==> src/rtl/sbptf_pkg.sv <==
// ----------------------------------------------------------------------------
// Six-bit printable telemetry framer: shared package
// Types, character constants and the frame length used by the front part,
// the job queue and the character sequencer.
// ----------------------------------------------------------------------------
package sbptf_pkg;

   // Number of three-sample groups in one frame.
   localparam logic [3:0] GROUPS_PER_FRAME = 4'd12;

   // Printable offset for the six-bit digits and the framing characters.
   localparam logic [7:0] CH_BASE  = 8'd65;
   localparam logic [7:0] CH_O     = 8'd79;
   localparam logic [7:0] CH_U     = 8'd85;
   localparam logic [7:0] CH_T     = 8'd84;
   localparam logic [7:0] CH_Z     = 8'd90;
   localparam logic [7:0] CH_LF    = 8'd10;
   localparam logic [7:0] CH_CR    = 8'd13;

   // Length of the header and of the trailer in characters.
   localparam logic [3:0] HDR_LEN  = 4'd3;
   localparam logic [3:0] TRL_LEN  = 4'd5;

   // Position of a sample within its group of three.
   typedef enum logic [1:0] {
      PH_FIRST  = 2'd0,
      PH_SECOND = 2'd1,
      PH_THIRD  = 2'd2
   } phase_type;

   // One classified sample: what the sequencer has to emit for it.
   typedef struct packed {
      logic       hdr;     // frame header precedes the digits
      logic       trl;     // frame trailer follows the digits
      logic       three;   // three digits, otherwise two
      logic [5:0] d0;
      logic [5:0] d1;
      logic [5:0] d2;
   } job_type;

endpackage

==> src/rtl/sbptf_front.sv <==
// ----------------------------------------------------------------------------
// Six-bit printable telemetry framer: front part
// Accepts samples, tracks the group phase, group count and carried bits, and
// cuts each sample into the digits and framing flags of one job.
// ----------------------------------------------------------------------------
module sbptf_front
   import sbptf_pkg::*;
(
   input  logic              clock,
   input  logic              reset,
   input  logic              req_valid,
   output logic              req_ready,
   input  logic signed [15:0] req_sample,
   input  logic              q_full,
   output logic              push,
   output job_type           job
);

   phase_type  phase_ff, phase_in;
   logic [3:0] count_ff, count_in;
   logic [3:0] carry_ff, carry_in;
   logic [15:0] s;

   assign s         = req_sample;
   assign req_ready = !q_full;
   assign push      = req_valid && !q_full;

   // Classify the sample and work out the next group state.
   always_comb begin
      job      = '0;
      phase_in = phase_ff;
      count_in = count_ff;
      carry_in = carry_ff;
      case (phase_ff)
         PH_SECOND: begin
            job.three = 1'b1;
            job.d0    = {carry_ff, s[15:14]};
            job.d1    = s[13:8];
            job.d2    = s[7:2];
            carry_in  = {2'b00, s[1:0]};
            phase_in  = PH_THIRD;
         end
         PH_THIRD: begin
            job.three = 1'b1;
            job.d0    = {carry_ff[1:0], s[15:12]};
            job.d1    = s[11:6];
            job.d2    = s[5:0];
            carry_in  = 4'd0;
            phase_in  = PH_FIRST;
            if (count_ff >= GROUPS_PER_FRAME - 4'd1) begin
               job.trl  = 1'b1;
               count_in = 4'd0;
            end else begin
               count_in = count_ff + 4'd1;
            end
         end
         default: begin
            job.hdr   = (count_ff == 4'd0);
            job.d0    = s[15:10];
            job.d1    = s[9:4];
            carry_in  = s[3:0];
            phase_in  = PH_SECOND;
         end
      endcase
   end

   // Group state advances on every accepted item.
   always_ff @(posedge clock) begin
      if (reset) begin
         phase_ff <= PH_FIRST;
         count_ff <= 4'd0;
         carry_ff <= 4'd0;
      end else if (push) begin
         phase_ff <= phase_in;
         count_ff <= count_in;
         carry_ff <= carry_in;
      end
   end

   // The carry from the second sample of a group is only two bits wide.
   a_carry_narrow: assert property (@(posedge clock) disable iff (reset)
      (phase_ff == PH_THIRD) |-> (carry_ff[3:2] == 2'b00))
      else $error("carry holds more than two bits before the third sample");

   // A frame header and trailer never belong to the same sample.
   a_hdr_trl: assert property (@(posedge clock) disable iff (reset)
      push |-> !(job.hdr && job.trl))
      else $error("header and trailer on one item");

endmodule

==> src/rtl/sbptf_queue.sv <==
// ----------------------------------------------------------------------------
// Six-bit printable telemetry framer: job queue
// Two-entry queue between the front part and the character sequencer, so
// that each side stalls on its own.
// ----------------------------------------------------------------------------
module sbptf_queue
   import sbptf_pkg::*;
(
   input  logic    clock,
   input  logic    reset,
   input  logic    push,
   input  job_type push_job,
   output logic    full,
   input  logic    pop,
   output logic    head_valid,
   output job_type head_job
);

   job_type    mem_ff [2];
   logic       wr_ff;
   logic       rd_ff;
   logic [1:0] cnt_ff;

   assign full       = (cnt_ff == 2'd2);
   assign head_valid = (cnt_ff != 2'd0);
   assign head_job   = mem_ff[rd_ff];

   // Entry storage.
   always_ff @(posedge clock) begin
      if (push) begin
         mem_ff[wr_ff] <= push_job;
      end
   end

   // Pointers and fill count.
   always_ff @(posedge clock) begin
      if (reset) begin
         wr_ff  <= 1'b0;
         rd_ff  <= 1'b0;
         cnt_ff <= 2'd0;
      end else begin
         if (push) begin
            wr_ff <= !wr_ff;
         end
         if (pop) begin
            rd_ff <= !rd_ff;
         end
         cnt_ff <= cnt_ff + {1'b0, push} - {1'b0, pop};
      end
   end

   a_cnt_range: assert property (@(posedge clock) disable iff (reset)
      cnt_ff != 2'd3)
      else $error("queue count out of range");

   a_no_overflow: assert property (@(posedge clock) disable iff (reset)
      full |-> !push)
      else $error("push into a full queue");

   a_no_underflow: assert property (@(posedge clock) disable iff (reset)
      !head_valid |-> !pop)
      else $error("pop from an empty queue");

endmodule

==> src/rtl/sbptf_back.sv <==
// ----------------------------------------------------------------------------
// Six-bit printable telemetry framer: character sequencer
// Steps through the header, digits and trailer of the job at the queue head,
// one character per cycle unless the output stalls, into the output register.
// ----------------------------------------------------------------------------
module sbptf_back
   import sbptf_pkg::*;
(
   input  logic       clock,
   input  logic       reset,
   input  logic       head_valid,
   input  job_type    head_job,
   output logic       pop,
   output logic       rsp_valid,
   input  logic       rsp_ready,
   output logic [7:0] rsp_out_char,
   output logic       rsp_last_of_item,
   output logic       rsp_end_of_frame
);

   logic [2:0] step_ff;
   logic       valid_ff;
   logic [7:0] char_ff;
   logic       last_ff;
   logic       eof_ff;

   logic [3:0] step;
   logic [3:0] hlen;
   logic [3:0] dlen;
   logic [3:0] total;
   logic [3:0] pos;
   logic [7:0] char_in;
   logic       last_in;
   logic       eof_in;
   logic       load;

   assign step  = {1'b0, step_ff};
   assign hlen  = head_job.hdr ? HDR_LEN : 4'd0;
   assign dlen  = head_job.three ? 4'd3 : 4'd2;
   assign total = hlen + dlen + (head_job.trl ? TRL_LEN : 4'd0);
   assign load  = head_valid && (!valid_ff || rsp_ready);
   assign pop   = load && last_in;

   // Pick the character for the current step of the job.
   always_comb begin
      char_in = CH_BASE;
      eof_in  = 1'b0;
      pos     = 4'd0;
      last_in = (step == total - 4'd1);
      if (step < hlen) begin
         case (step[1:0])
            2'd0:    char_in = CH_O;
            2'd1:    char_in = CH_U;
            default: char_in = CH_T;
         endcase
      end else if (step < hlen + dlen) begin
         pos = step - hlen;
         case (pos[1:0])
            2'd0:    char_in = CH_BASE + {2'b00, head_job.d0};
            2'd1:    char_in = CH_BASE + {2'b00, head_job.d1};
            default: char_in = CH_BASE + {2'b00, head_job.d2};
         endcase
      end else begin
         pos = step - hlen - dlen;
         case (pos[2:0])
            3'd3:    char_in = CH_LF;
            3'd4: begin
               char_in = CH_CR;
               eof_in  = 1'b1;
            end
            default: char_in = CH_Z;
         endcase
      end
   end

   // Step counter within the current job.
   always_ff @(posedge clock) begin
      if (reset) begin
         step_ff <= 3'd0;
      end else if (load) begin
         step_ff <= last_in ? 3'd0 : step_ff + 3'd1;
      end
   end

   // Output register.
   always_ff @(posedge clock) begin
      if (reset) begin
         valid_ff <= 1'b0;
      end else if (load) begin
         valid_ff <= 1'b1;
      end else if (rsp_ready) begin
         valid_ff <= 1'b0;
      end
   end

   always_ff @(posedge clock) begin
      if (load) begin
         char_ff <= char_in;
         last_ff <= last_in;
         eof_ff  <= eof_in;
      end
   end

   assign rsp_valid        = valid_ff;
   assign rsp_out_char     = char_ff;
   assign rsp_last_of_item = last_ff;
   assign rsp_end_of_frame = eof_ff;

   a_eof_is_cr: assert property (@(posedge clock) disable iff (reset)
      (valid_ff && eof_ff) |-> (last_ff && char_ff == CH_CR))
      else $error("frame end not on the closing carriage return");

   a_step_bound: assert property (@(posedge clock) disable iff (reset)
      head_valid |-> (step < total))
      else $error("step past the end of the job");

endmodule

==> src/rtl/six_bit_printable_telemetry_framer.sv <==
// ----------------------------------------------------------------------------
// Six-bit printable telemetry framer
// Top level: front part, job queue and character sequencer.
// ----------------------------------------------------------------------------
// Each sample item produces two or three characters, 'A' plus a six-bit digit,
// with the header OUT before the first sample of a frame of 36 samples and
// ZZZ, line feed, carriage return after its last. Characters leave one per
// cycle through the single character output register while the output is not
// held off. An item thus yields 2 or 3 characters, 5 for a frame opener and 8
// for a frame closer, 104 characters for a frame of 36 items or about 2.9 per
// item. A new item is taken whenever the two-entry job queue has room; the
// output may stall without blocking the input until the queue is full.
// ----------------------------------------------------------------------------
module six_bit_printable_telemetry_framer
   import sbptf_pkg::*;
(
   input  logic              clock,
   input  logic              reset,
   input  logic              req_valid,
   output logic              req_ready,
   input  logic signed [15:0] req_sample,
   output logic              rsp_valid,
   input  logic              rsp_ready,
   output logic [7:0]        rsp_out_char,
   output logic              rsp_last_of_item,
   output logic              rsp_end_of_frame
);

   logic    push;
   job_type push_job;
   logic    q_full;
   logic    pop;
   logic    head_valid;
   job_type head_job;

   sbptf_front u_front (
      .clock      (clock),
      .reset      (reset),
      .req_valid  (req_valid),
      .req_ready  (req_ready),
      .req_sample (req_sample),
      .q_full     (q_full),
      .push       (push),
      .job        (push_job)
   );

   sbptf_queue u_queue (
      .clock      (clock),
      .reset      (reset),
      .push       (push),
      .push_job   (push_job),
      .full       (q_full),
      .pop        (pop),
      .head_valid (head_valid),
      .head_job   (head_job)
   );

   sbptf_back u_back (
      .clock            (clock),
      .reset            (reset),
      .head_valid       (head_valid),
      .head_job         (head_job),
      .pop              (pop),
      .rsp_valid        (rsp_valid),
      .rsp_ready        (rsp_ready),
      .rsp_out_char     (rsp_out_char),
      .rsp_last_of_item (rsp_last_of_item),
      .rsp_end_of_frame (rsp_end_of_frame)
   );

endmodule

==> config.mk <==
export PLATFORM = sky130hd
export DESIGN_NAME = six_bit_printable_telemetry_framer
export DESIGN_NICKNAME = d
export VERILOG_FILES = /design/src/rtl/sbptf_pkg.sv /design/src/rtl/sbptf_front.sv /design/src/rtl/sbptf_queue.sv /design/src/rtl/sbptf_back.sv /design/src/rtl/six_bit_printable_telemetry_framer.sv
export SDC_FILE = /design/constraint.sdc
export NUM_CORES = 1
export LEC_CHECK = 0
export ABC_AREA = 1
export BUFFER_PORTS_ARGS = -buffer_cell sky130_fd_sc_hd__buf_4
export CAP_MARGIN = 20
export CORE_MARGIN = 2
export CORE_UTILIZATION = 60
export DETAILED_ROUTE_END_ITERATION = 10
export GPL_ROUTABILITY_DRIVEN = 0
export PLACE_DENSITY = 0.8
export SLEW_MARGIN = 10
export SYNTH_ARGS = -nofsm -noshare
export SYNTH_HDL_FRONTEND = slang
export SYNTH_SLANG_ARGS = --single-unit
==> constraint.sdc <==
create_clock -name clock -period 3.77 [get_ports clock]
set_input_delay 0.754 -clock clock [delete_from_list [all_inputs] [get_ports clock]]
set_output_delay 0.754 -clock clock [all_outputs]
set_load 0.02 [all_outputs]
-- After elaboration in Yosys (flattened, before gate mapping)
Memories as Yosys holds them, arrays and structs flattened. A register that Yosys moved wholly into a read port is not among the register bits.
Cells that the tools add are included.
- reduce and logical (&&, ||, !) cells: 16
- muxes and demuxes: 25
- add/sub/neg operators: 12
- $lt $le $gt $ge: 3
- eq/ne operators: 8
- operator list (cell ; number):
    adder 7 x 6 -> 8 bit (first input constant) ; 3
    case mux 12 bit (2 select lines) ; 1
    2-to-1 mux 8 bit ; 2
    case mux 8 bit (2 select lines) ; 1
    case mux 7 bit (2 select lines) ; 1
    2-to-1 mux 1 bit ; 12
    case mux 6 bit (2 select lines) ; 1
    case mux 5 bit (2 select lines) ; 1
    adder 4 bit ; 2
    < comparator 3 x 4 -> 1 bit ; 2
    case mux 4 bit (2 select lines) ; 1
    == test 2 x 1 -> 1 bit (second input constant) ; 3
    2-to-1 mux 3 bit ; 2
    subtractor 3 bit ; 2
    adder 4 x 1 -> 4 bit (second input constant) ; 1
    == test 2 bit (second input constant) ; 2
    == test 3 x 4 -> 1 bit ; 1
    >= comparator 4 bit (second input constant) ; 1
    logical NOT 1 bit ; 4
    logical NOT 2 bit ; 2
    logical NOT 4 bit ; 1
    2-to-1 mux 4 bit ; 1
    case mux 2 bit (2 select lines) ; 1
    nonzero test 2 bit ; 2
    other kinds (11) ; 14
- bits of input ports: 20
- output and inout port bits: 12
- logic and storage cells: 76
- memories: 1
- bits in writable memories: 42
- register bits: 28
- memory list (name ; depth ; bits a word ; read ports ; clocked after memory_dff ; wr ports ; RTL line ; source):
    u_queue.mem_ff ; 2 ; 21 ; 1 ; 1 ; 1 ; sbptf_queue.sv:19 ; job_type mem_ff [2];

-- Longest topological paths before layout
Gate-level depths: netlist of the first run.
- word-level depth: 8
- depth in mapped cells: 20
- mapped depth without buffers: 18

-- Hierarchy
A second synthesis of the first run with hierarchy kept.
- cells, all modules: 411
- area total of the unflattened synthesis: 3973.8 um2
- modules (own cells, without submodules) (module ; seq. area each (um2) ; instances ; cells an instance ; area an instance (um2)):
    sbptf_queue ; 1361.3 ; 1 ; 96 ; 1819.2
    sbptf_back ; 380.4 ; 1 ; 174 ; 1315.0
    sbptf_front ; 200.2 ; 1 ; 141 ; 839.6

-- Worst setup path after synthesis of the first run
Ideal clock, no wire load.
- kind: register to register
- start point: register with a tool-made name
- end point: register u_back.char_ff[6] (netlist: u_back.rsp_out_char[6]), data pin
- library setup time: 0.254 ns
- data arrival time: 2.893 ns
- required time: 3.516 ns
- setup slack: 0.623 ns
- cell stages (with the launch flop): 18
- clock period less this slack: 3.147 ns
- buffers on the path: 2
- cell sequence: dfxtp_1 -> buf_6 -> inv_8 -> buf_12 -> or2_2 -> o21ai_1 -> inv_1 -> ha_1 -> fa_1 -> inv_2 -> ha_1 -> xnor2_1 -> inv_1 -> nand2_1 -> nand2_1 -> a21oi_1 -> nand3_2 -> a21o_1
- RTL lines (element ; RTL line ; source):
    to (signal assigned) ; sbptf_back.sv:98 ; char_ff <= char_in;
    to (decl) ; sbptf_back.sv:23 ; logic [7:0] char_ff;

==> flow_metrics.tcl, run 1 <==
set metrics [dict create \
    vias 2770 \
    crit_arrival_ns 3.42 \
    rows 28 \
    numCtsBuffers 9 \
    r2r-end "u_back.rsp_out_char[6]" \
    fp.dieH_um 83.6 \
    core_mm2 0.00603 \
    cts_buffer_depth 2 \
    reg2reg_depth 15 \
    status "completed" \
    fin_tns_setup_ns 0 \
    drive_gt1_share_pct 20.4 \
    ctsResizeCount 0 \
    dr.pass1.iters 4 \
    num_io_pins 32 \
    crit_chain "inv_8 > or2_2 > o21ai_1 > inv_1 > ha_1 > fa_1 > inv_2 > ha_1 > xnor2_1 > inv_1 > nand2_1 > nand2_1 > a21oi_1 > nand3_2 > a21o_1" \
    clock_skew_ns 0.0126 \
    hold_end "u_front.carry_ff[3]" \
    area_growth_pct 11.4 \
    setup_slack_ns 0.467 \
    grt_pass1_vias 2811 \
    start_util_pct 63.0 \
    synth_ff_type "edfxtp_1" \
    worst_pin_slew_ns 0.739 \
    antennaDiodeCount 0 \
    hold_viol 0 \
    ys_types 38 \
    wl_per_cell_um 13.9 \
    cts_hold_buffers 0 \
    p_per_area_mw_per_mm2 896 \
    fin_crit_sh_pct 87.6 \
    ys_seq_elements 71 \
    clock_sinks 71 \
    critPathTopFamily "adder cells" \
    slowest_delay_ns 0.56 \
    grt_start_max_net_pins 28 \
    grt_antenna_before_repair 0 \
    io_buffers 31 \
    path_buf_inv 4 \
    crit_type "reg2reg" \
    drv_slew 0 \
    viasPerCell 5.32 \
    path_max_fanout 17 \
    crit_path_end_kind "flop" \
    synth-seq-area-share_pct 51.1 \
    worstHoldStart "u_front.carry_ff[3]" \
    min_period_ns 3.30 \
    synth_edf_count 52 \
    drt-total-wl_um 7250 \
    drc 0 \
    rrSetupSlack_ns 0.47 \
    max_freq_mhz 303 \
    final_nets 483 \
    dp_hpwl_um 5490 \
    dieArea_mm2 0.00698 \
    cp_data_required_time_ns 3.88 \
    root_buffer "clkbuf_8" \
    htreeDepth 3 \
    postCtsSetupBuffers 0 \
    tritoncts "built" \
    hold_depth 2 \
    synthArstFlopShare_pct 0 \
    avgSynthCellArea_um2 9.31 \
    grt_overflow 0 \
    rsz0062_at_grt "no" \
    drv_cap 0 \
    first_iter_violations 171 \
    synthCells 408 \
    track_usage_pct 22.1 \
    cts.clk_slew.worst_paths_ns 0.08 \
    fillers 469 \
    die_x_um 83.6 \
    synth.net_count 450 \
    startpoint_type "flop" \
    power.leakage_nw 1.76 \
    synth_warnings 0 \
    ir_worst_vdd_mv 0.607 \
    slowest_stage "fa_1" \
    mappedNetlistArea_mm2 0.00380 \
    ant_nets 0 \
    grt_pass1_wl_um 12300 \
    holdCritPathClass "reg2reg" \
    clock_latency_ns 0.35 \
    relSlewSlack_pct 50.7 \
    setup_viol 0 \
    post-place-ws_ns 0.477 \
]
routing by layer:
layer  track usage (%)  up-vias  wire (um)
met1              27.0     1281       3220
met4              10.6        0        162
met5                 0        -          0
li1                  -     1418          -
met2              37.5       56       3550
met3              4.45       15        316
sequential cells by signal, indices dropped and copies added (netlist names), named ones only:
| register | cells |
|---|---|
| u_queue.mem_ff | 42 |
| u_back.rsp_out_char | 8 |
| u_front.carry_ff | 4 |
| u_front.count_ff | 4 |
| u_back.step_ff | 3 |
| u_front.phase_ff | 2 |
| u_queue.cnt_ff | 2 |
| u_back.rsp_end_of_frame | 1 |
| u_back.rsp_last_of_item | 1 |
| u_back.rsp_valid | 1 |
| u_queue.rd_ff | 1 |
| u_queue.wr_ff | 1 |
area by class of cell:
type,instances,area (um2),share of cell area [%]
Sequential cell,71,1940,45.9
Timing Repair Buffer,35,263,6.21
Tap cell,75,93.8,2.22
Clock inverter,6,46.3,1.09
Clock buffer,10,128,3.02
Multi-Input combinational cell,267,1540,36.3
Inverter,57,221,5.24
worst reg2reg max path: stages, from the launching register on:
cell and delay, ns:
dfxtp_1 0.44, inv_8 0.09, or2_2 0.28, o21ai_1 0.11, inv_1 0.16, ha_1 0.24
fa_1 0.56, inv_2 0.13, ha_1 0.23, xnor2_1 0.20, inv_1 0.08, nand2_1 0.06
nand2_1 0.04, a21oi_1 0.19, nand3_2 0.10, a21o_1 0.16
cells in the final DEF, fill, tap and decap left out, types with 9 or more instances in the layout:
cell / instances
dfxtp_1: 19
o21ai_0: 9
ha_1: 20
nand3_1: 15
inv_1: 46
a21oi_1: 36
nor2_1: 28
buf_4: 35
nand2_1: 92
clkbuf_8: 9
edfxtp_1: 52
nand2_2: 9
per-stage QoR:
step	hold slack (ns)	area [um2]	std cells	total power [mW]	util, %
6_report	0.475	4230	521	3.79	70.2
5_1_grt	0.505	4230	521	4.12	70.2
4_1_cts	0.472	4230	521	3.82	70.2
3_5_place_dp	0.460	4060	505	3.27	67.3
3_3_place_gp	0.455	4060	505	3.19	67.3
2_1_floorplan	0.443	3800	408	2.83	-
cells by family (layout without fill, tap and decap cells):
logic type / Yosys count / in the layout / share of synthesized area [%]
and+or+nand+nor: 167 / 167 / 20.6
adders and majority gates: 22 / 22 / 7.64
AOI/OAI and AO/OA: 72 / 72 / 10.8
xor gates and xnor gates: 6 / 6 / 1.38
DFF: 71 / 71 / 51.1
buffers and inverters: 70 / 108 / 8.43
Yosys cell counts (3+ instances only):
cell type	instances	area [um2]
a211oi_1	4	30.0
nor2_2	4	25.0
nand3_2	7	70.1
dfxtp_1	19	380
edfxtp_1	52	1560
a21oi_1	36	180
clkbuf_1	6	22.5
nand2_1	92	345
inv_2	8	30.0
inv_1	46	173
nand2_2	9	56.3
xnor2_1	3	26.3
o21ai_1	8	40.0
o21ai_0	9	45.0
nor2_1	28	105
nand3_1	15	75.1
o22ai_1	4	25.0
ha_1	20	250
or2_2	4	25.0
xor2_1	3	26.3
a22oi_1	4	30.0
where the power goes:
| part | switching, mW | internal, mW | leakage [nW] | total, mW |
|---|---|---|---|---|
| clock | 0.296 | 0.242 | 0.0829 | 0.538 |
| combinational | 1.33 | 0.732 | 1.03 | 2.06 |
| sequential | 0.0828 | 1.11 | 0.645 | 1.19 |
worst max-delay path by stage:
stage,from,end,cells after the start
floorplan,flop,u_back.rsp_out_char[6],17
global placement,flop,u_back.rsp_out_char[6],14
detailed placement,flop,u_back.rsp_out_char[6],15
CTS,flop,u_back.rsp_out_char[6],15
global route,flop,u_back.rsp_out_char[6],17
finish,flop,u_back.rsp_out_char[6],15
Power figures use the tool's default switching activity.
==> run 2: changes to the inputs <==
--- a/config.mk
+++ b/config.mk
@@ -9,10 +9,10 @@
 export BUFFER_PORTS_ARGS = -buffer_cell sky130_fd_sc_hd__buf_4
 export CAP_MARGIN = 20
 export CORE_MARGIN = 2
-export CORE_UTILIZATION = 60
+export CORE_UTILIZATION = 64
 export DETAILED_ROUTE_END_ITERATION = 10
 export GPL_ROUTABILITY_DRIVEN = 0
-export PLACE_DENSITY = 0.8
+export PLACE_DENSITY = 0.88
 export SLEW_MARGIN = 10
 export SYNTH_ARGS = -nofsm -noshare
 export SYNTH_HDL_FRONTEND = slang
==> constraint.sdc (replaced) <==
create_clock -name clock -period 4.3 [get_ports clock]
set_input_delay 0.86 -clock clock [delete_from_list [all_inputs] [get_ports clock]]
set_output_delay 0.86 -clock clock [all_outputs]
set_load 0.02 [all_outputs]
==> run 2 against run 1 <==
Compared with the run above: cell count fell by 0.19%; power fell by 9.3%; clock power rose by 6.1%; utilization rose by 3.1 points; highest routed layer unchanged; worst hold slack got worse by 0.0051 ns; die area fell by 6.0%; final area rose by 0.71%; critical path depth did not move; clock skew fell by 0.0053 ns; count of clock-buffer cells in the layout fell by 1; largest power group unchanged; sequential cell count did not move; sequential share of layout area fell by 0.32 points.
==> flow_metrics.tcl, run 2 (same netlist as run 1, synthesis figures left out) <==
set metrics [dict create \
    status "completed" \
    min_period_ns 3.34 \
    r2r-end "u_back.rsp_out_char[6]" \
    htreeDepth 3 \
    numCtsBuffers 9 \
    track_usage_pct 26.4 \
    grt_antenna_before_repair 0 \
    first_iter_violations 166 \
    rows 28 \
    drc 0 \
    design_area_mm2 0.00426 \
    postCtsSetupBuffers 0 \
    viasPerCell 5.44 \
    ctsResizeCount 0 \
    hold_viol 0 \
    fillers 439 \
    power.leakage_nw 1.78 \
    cts_buffer_depth 2 \
    p_per_area_mw_per_mm2 807 \
    cp_data_required_time_ns 4.41 \
    grt_overflow 0 \
    holdCritPathClass "reg2reg" \
    largest_reg_flops 42 \
    grt_start_max_net_pins 29 \
    crit_arrival_ns 3.45 \
    die_x_um 81.0 \
    setup_viol 0 \
    antennaDiodeCount 0 \
    worstHoldStart "u_front.carry_ff[3]" \
    wl_per_cell_um 14.6 \
    dr.pass1.iters 5 \
    final_common_cell "nand2_1" \
    fin_crit_sh_pct 77.7 \
    grt_pass1_vias 2819 \
    worst_pin_slew_ns 0.825 \
    slowest_stage "fa_1" \
    crit_path_end_kind "flop" \
    max_freq_mhz 299 \
    hold_depth 2 \
    clock_skew_ns 0.00730 \
    rrSetupSlack_ns 0.96 \
    relSlewSlack_pct 45.0 \
    slowest_delay_ns 0.56 \
    cts.clk_slew.worst_paths_ns 0.07 \
    grt_pass1_wl_um 12900 \
    critPathTopFamily "adder cells" \
    clockPowerShare_pct 16.6 \
    num_io_pins 32 \
    dieArea_mm2 0.00657 \
    fin_tns_setup_ns 0 \
    final_cell_mix "92 x nand2_1, 52 x edfxtp_1, 46 x inv_1" \
    largest-register "u_queue.mem_ff" \
    seq_power_share_pct 30.4 \
    postPlaceCellArea_mm2 0.00405 \
    ir_worst_vdd_mv 0.486 \
    drv_slew 0 \
    vias 2827 \
    ant_nets 0 \
    drv_cap 0 \
    cts_hold_buffers 0 \
    clock_sinks 71 \
    area_growth_pct 12.2 \
    startpoint_type "flop" \
    drive_gt1_share_pct 19.8 \
    hold_end "u_front.carry_ff[3]" \
    io_buffers 31 \
    crit_type "reg2reg" \
    dp_hpwl_um 5360 \
    crit_chain "inv_8 > or2_2 > o21ai_1 > inv_1 > ha_1 > fa_1 > inv_2 > ha_1 > xnor2_1 > inv_1 > nand2_1 > nand2_1 > a21oi_1 > nand3_2 > a21o_1" \
    path_max_fanout 17 \
    power_switching_mw 1.50 \
    root_buffer "clkbuf_8" \
    sw_frac_of_total_pct 43.8 \
    reg2reg_depth 15 \
    start_util_pct 65.3 \
    fp.dieH_um 81.0 \
    internal_power_mw 1.93 \
    combinationalPowerShare_pct 53.0 \
    clock_latency_ns 0.35 \
    tritoncts "built" \
    drt-total-wl_um 7570 \
    final_nets 482 \
    core_mm2 0.00582 \
    path_buf_inv 4 \
    rsz0062_at_grt "no" \
]
[run 2: cell types whose count changed in the layout (fill, tap and decap cells not counted), sizes merged]
cell | previous run | this run
inv | 56 | 55
buf | 35 | 34
clkinvlp | 2 | 1
clkinv | 5 | 6
clkbuf | 10 | 9
bufinv | 0 | 2
[run 2: worst max path at each step]
stage	endpoint	depth (start not counted)	from
2_1_floorplan	u_back.rsp_out_char[6]	17	flop
3_3_place_gp	u_back.rsp_out_char[6]	15	flop
3_5_place_dp	u_back.rsp_out_char[6]	15	flop
4_1_cts	u_back.rsp_out_char[6]	15	flop
5_1_grt	u_back.rsp_out_char[4]	16	flop
6_report	u_back.rsp_out_char[6]	15	flop
[run 2: worst register-to-register path: stages (launching register included)]
cell     delay [ns]
dfxtp_1        0.45
inv_8          0.09
or2_2          0.29
o21ai_1        0.11
inv_1          0.15
ha_1           0.22
fa_1           0.56
inv_2          0.13
ha_1           0.24
xnor2_1        0.21
inv_1          0.08
nand2_1        0.07
nand2_1        0.05
a21oi_1        0.20
nand3_2        0.10
a21o_1         0.16
[run 2: cell type report]
type                            instances  area, um2  area share, %
Multi-Input combinational cell        267       1540           36.1
Timing Repair Buffer                   34        255           5.99
Sequential cell                        71       1940           45.6
Clock buffer                            9        124           2.91
Clock inverter                          7       87.6           2.06
Tap cell                               75       93.8           2.20
Inverter                               57        221           5.20
[run 2: metal layers]
layer  wire (um)  global-route usage, %
met2        3800                   43.7
met5           0                      0
met3         445                   6.56
met4         214                   12.7
met1        3100                   32.5
[run 2: stage by stage]
stage / hold slack, ns / std cells / setup slack, ns / util [%] / power [mW]
floorplan: 0.443 / 408 / 1.15 / - / 2.48
global placement: 0.454 / 504 / 1.15 / 69.6 / 2.77
detailed placement: 0.459 / 504 / 0.994 / 69.6 / 2.86
CTS: 0.472 / 520 / 0.966 / 73.3 / 3.44
global route: 0.490 / 520 / 0.600 / 73.3 / 3.74
finish: 0.470 / 520 / 0.957 / 73.3 / 3.44
[run 2: power groups by stage]
stage	Sequential [mW]	Combinational, mW	Clock, mW
floorplan	1.10	1.38	0
global placement	1.05	1.72	0
detailed placement	1.06	1.80	0
CTS	1.05	1.82	0.579
global route	1.06	2.08	0.603
finish	1.05	1.82	0.571
==> run 3: changes to the inputs <==
--- a/config.mk
+++ b/config.mk
@@ -9,10 +9,10 @@
 export BUFFER_PORTS_ARGS = -buffer_cell sky130_fd_sc_hd__buf_4
 export CAP_MARGIN = 20
 export CORE_MARGIN = 2
-export CORE_UTILIZATION = 64
+export CORE_UTILIZATION = 60
 export DETAILED_ROUTE_END_ITERATION = 10
 export GPL_ROUTABILITY_DRIVEN = 0
-export PLACE_DENSITY = 0.88
+export PLACE_DENSITY = 0.83
 export SLEW_MARGIN = 10
 export SYNTH_ARGS = -nofsm -noshare
 export SYNTH_HDL_FRONTEND = slang
==> constraint.sdc (replaced) <==
create_clock -name clock -period 3.5 [get_ports clock]
set_input_delay 0.7 -clock clock [delete_from_list [all_inputs] [get_ports clock]]
set_output_delay 0.7 -clock clock [all_outputs]
set_load 0.02 [all_outputs]
==> run 3 against run 2 <==
Compared with the run above: wire length is 1.7% lower; non-clock buffer count rose by 1; via count decreased by 1.5%; die area rose by 6.3%; sequential share of layout area grew 0.18 points; sequential cell count is the same.
==> flow_metrics.tcl, run 3 (same netlist as run 1, synthesis figures left out) <==
set metrics [dict create \
    status "completed" \
    dp.cells 505 \
    numCtsBuffers 9 \
    reg2reg_depth 15 \
    cts.clk_slew.worst_paths_ns 0.07 \
    startpoint_type "flop" \
    final_cell_mix "92 x nand2_1, 52 x edfxtp_1, 45 x inv_1" \
    fp.dieH_um 83.6 \
    final_common_cell "nand2_1" \
    htreeDepth 3 \
    grt_overflow 0 \
    num_io_pins 32 \
    path_max_fanout 17 \
    seqCellArea_mm2 0.00194 \
    start_util_pct 63.0 \
    path_buf_inv 4 \
    grt_util_met1_pct 26.9 \
    fin_tns_setup_ns 0 \
    setup_slack_ns 0.256 \
    grt_start_max_net_pins 28 \
    relSlewSlack_pct 48.7 \
    largest_reg_flops 42 \
    worst_pin_slew_ns 0.770 \
    drt-total-wl_um 7430 \
    dr.pass1.iters 6 \
    hold_depth 2 \
    max_freq_mhz 308 \
    critPathTopFamily "adder cells" \
    area_growth_pct 11.8 \
    fin_crit_sh_pct 92.7 \
    die_x_um 83.6 \
    grt_busiest_layer "met2" \
    cp_data_required_time_ns 3.60 \
    crit_path_end_kind "flop" \
    drv_cap 0 \
    crit_chain "inv_8 > or2_2 > o21ai_1 > inv_2 > ha_1 > fa_1 > inv_2 > ha_1 > xnor2_1 > inv_1 > nand2_1 > nand2_1 > a21oi_1 > nand3_2 > a21o_1" \
    grt_util_met2_pct 38.8 \
    antennaDiodeCount 0 \
    multi_input_area_mm2 0.00154 \
    grt_pass1_wl_um 12200 \
    ant_nets 0 \
    fillers 470 \
    root_buffer "clkbuf_8" \
    rows 28 \
    core_mm2 0.00603 \
    clock_skew_ns 0.00729 \
    vias 2785 \
    hold_viol 0 \
    rsz0062_at_grt "no" \
    p_per_area_mw_per_mm2 979 \
    clock_latency_ns 0.35 \
    postCtsSetupBuffers 0 \
    holdCritPathClass "reg2reg" \
    io_buffers 31 \
    power.leakage_nw 1.78 \
    stdcell_count 521 \
    cts_buffer_depth 2 \
    tritoncts "built" \
    cts_hold_buffers 0 \
    viasPerCell 5.35 \
    grt_pass1_vias 2768 \
    drc 0 \
    largest-register "u_queue.mem_ff" \
    crit_arrival_ns 3.34 \
    setup_viol 0 \
    path_depth 15 \
    ir_worst_vdd_mv 0.698 \
    post-place-ws_ns 0.183 \
    clock_sinks 71 \
    ctsResizeCount 0 \
    drv_slew 0 \
    grt_use_met3_pct 3.26 \
    first_iter_violations 181 \
    wl_per_cell_um 14.3 \
    slowest_stage "fa_1" \
    min_period_ns 3.24 \
    dp_hpwl_um 5510 \
    grt_antenna_before_repair 0 \
    crit_type "reg2reg" \
    track_usage_pct 22.1 \
    dieArea_mm2 0.00698 \
    final_nets 483 \
    drive_gt1_share_pct 20.6 \
    slowest_delay_ns 0.56 \
]
-- run 3: cell types whose count changed in the layout (fill, tap and decap cells not counted), sizes merged --
cell      change
buf           +1
clkinvlp      -1
clkinv        +1
bufinv        -1
clkbuf        +1
-- run 3: path summary, 6_finish.rpt --
| kind | start | endpoint | slack [ns] |
|---|---|---|---|
| min | u_queue.rd_ff | flop | 0.48 |
| min reg2reg | u_queue.rd_ff | flop | 0.48 |
| max | flop | u_back.rsp_out_char[6] | 0.26 |
| max reg2reg | flop | u_back.rsp_out_char[6] | 0.26 |
-- run 3: worst min-delay path, cell delays in order (launching register included) --
cell and delay, ns:
dfxtp_1 0.30, inv_1 0.08, a21oi_1 0.06
-- run 3: where the power goes --
| part | switching [mW] | total, mW | leakage (nW) | internal, mW |
|---|---|---|---|---|
| sequential | 0.0874 | 1.28 | 0.646 | 1.20 |
| combinational | 1.44 | 2.23 | 1.03 | 0.788 |
| clock | 0.311 | 0.638 | 0.0976 | 0.327 |
-- run 3: metal layers --
metal / up-vias / share of wire, %
li1: 1415 / -
met1: 1278 / 44
met2: 79 / 50
met3: 13 / 4.3
met4: 0 / 1.8
met5: - / 0
-- run 3: final cells by class --
cell class / instances / share of cell area (%)
Sequential cell: 71 / 45.8
Inverter: 57 / 5.22
Clock inverter: 6 / 1.44
Multi-Input combinational cell: 267 / 36.2
Clock buffer: 10 / 3.01
Tap cell: 75 / 2.21
Timing Repair Buffer: 35 / 6.19
-- run 3: stage by stage --
step | area [um2] | utilization (%) | hold slack, ns | power (mW)
after global routing | 4250 | 70.5 | 0.493 | 4.50
after global placement | 4060 | 67.3 | 0.456 | 3.42
after CTS | 4250 | 70.5 | 0.483 | 4.15
final | 4250 | 70.5 | 0.478 | 4.16
after detailed placement | 4060 | 67.3 | 0.466 | 3.52
after floorplan | 3800 | - | 0.443 | 3.04
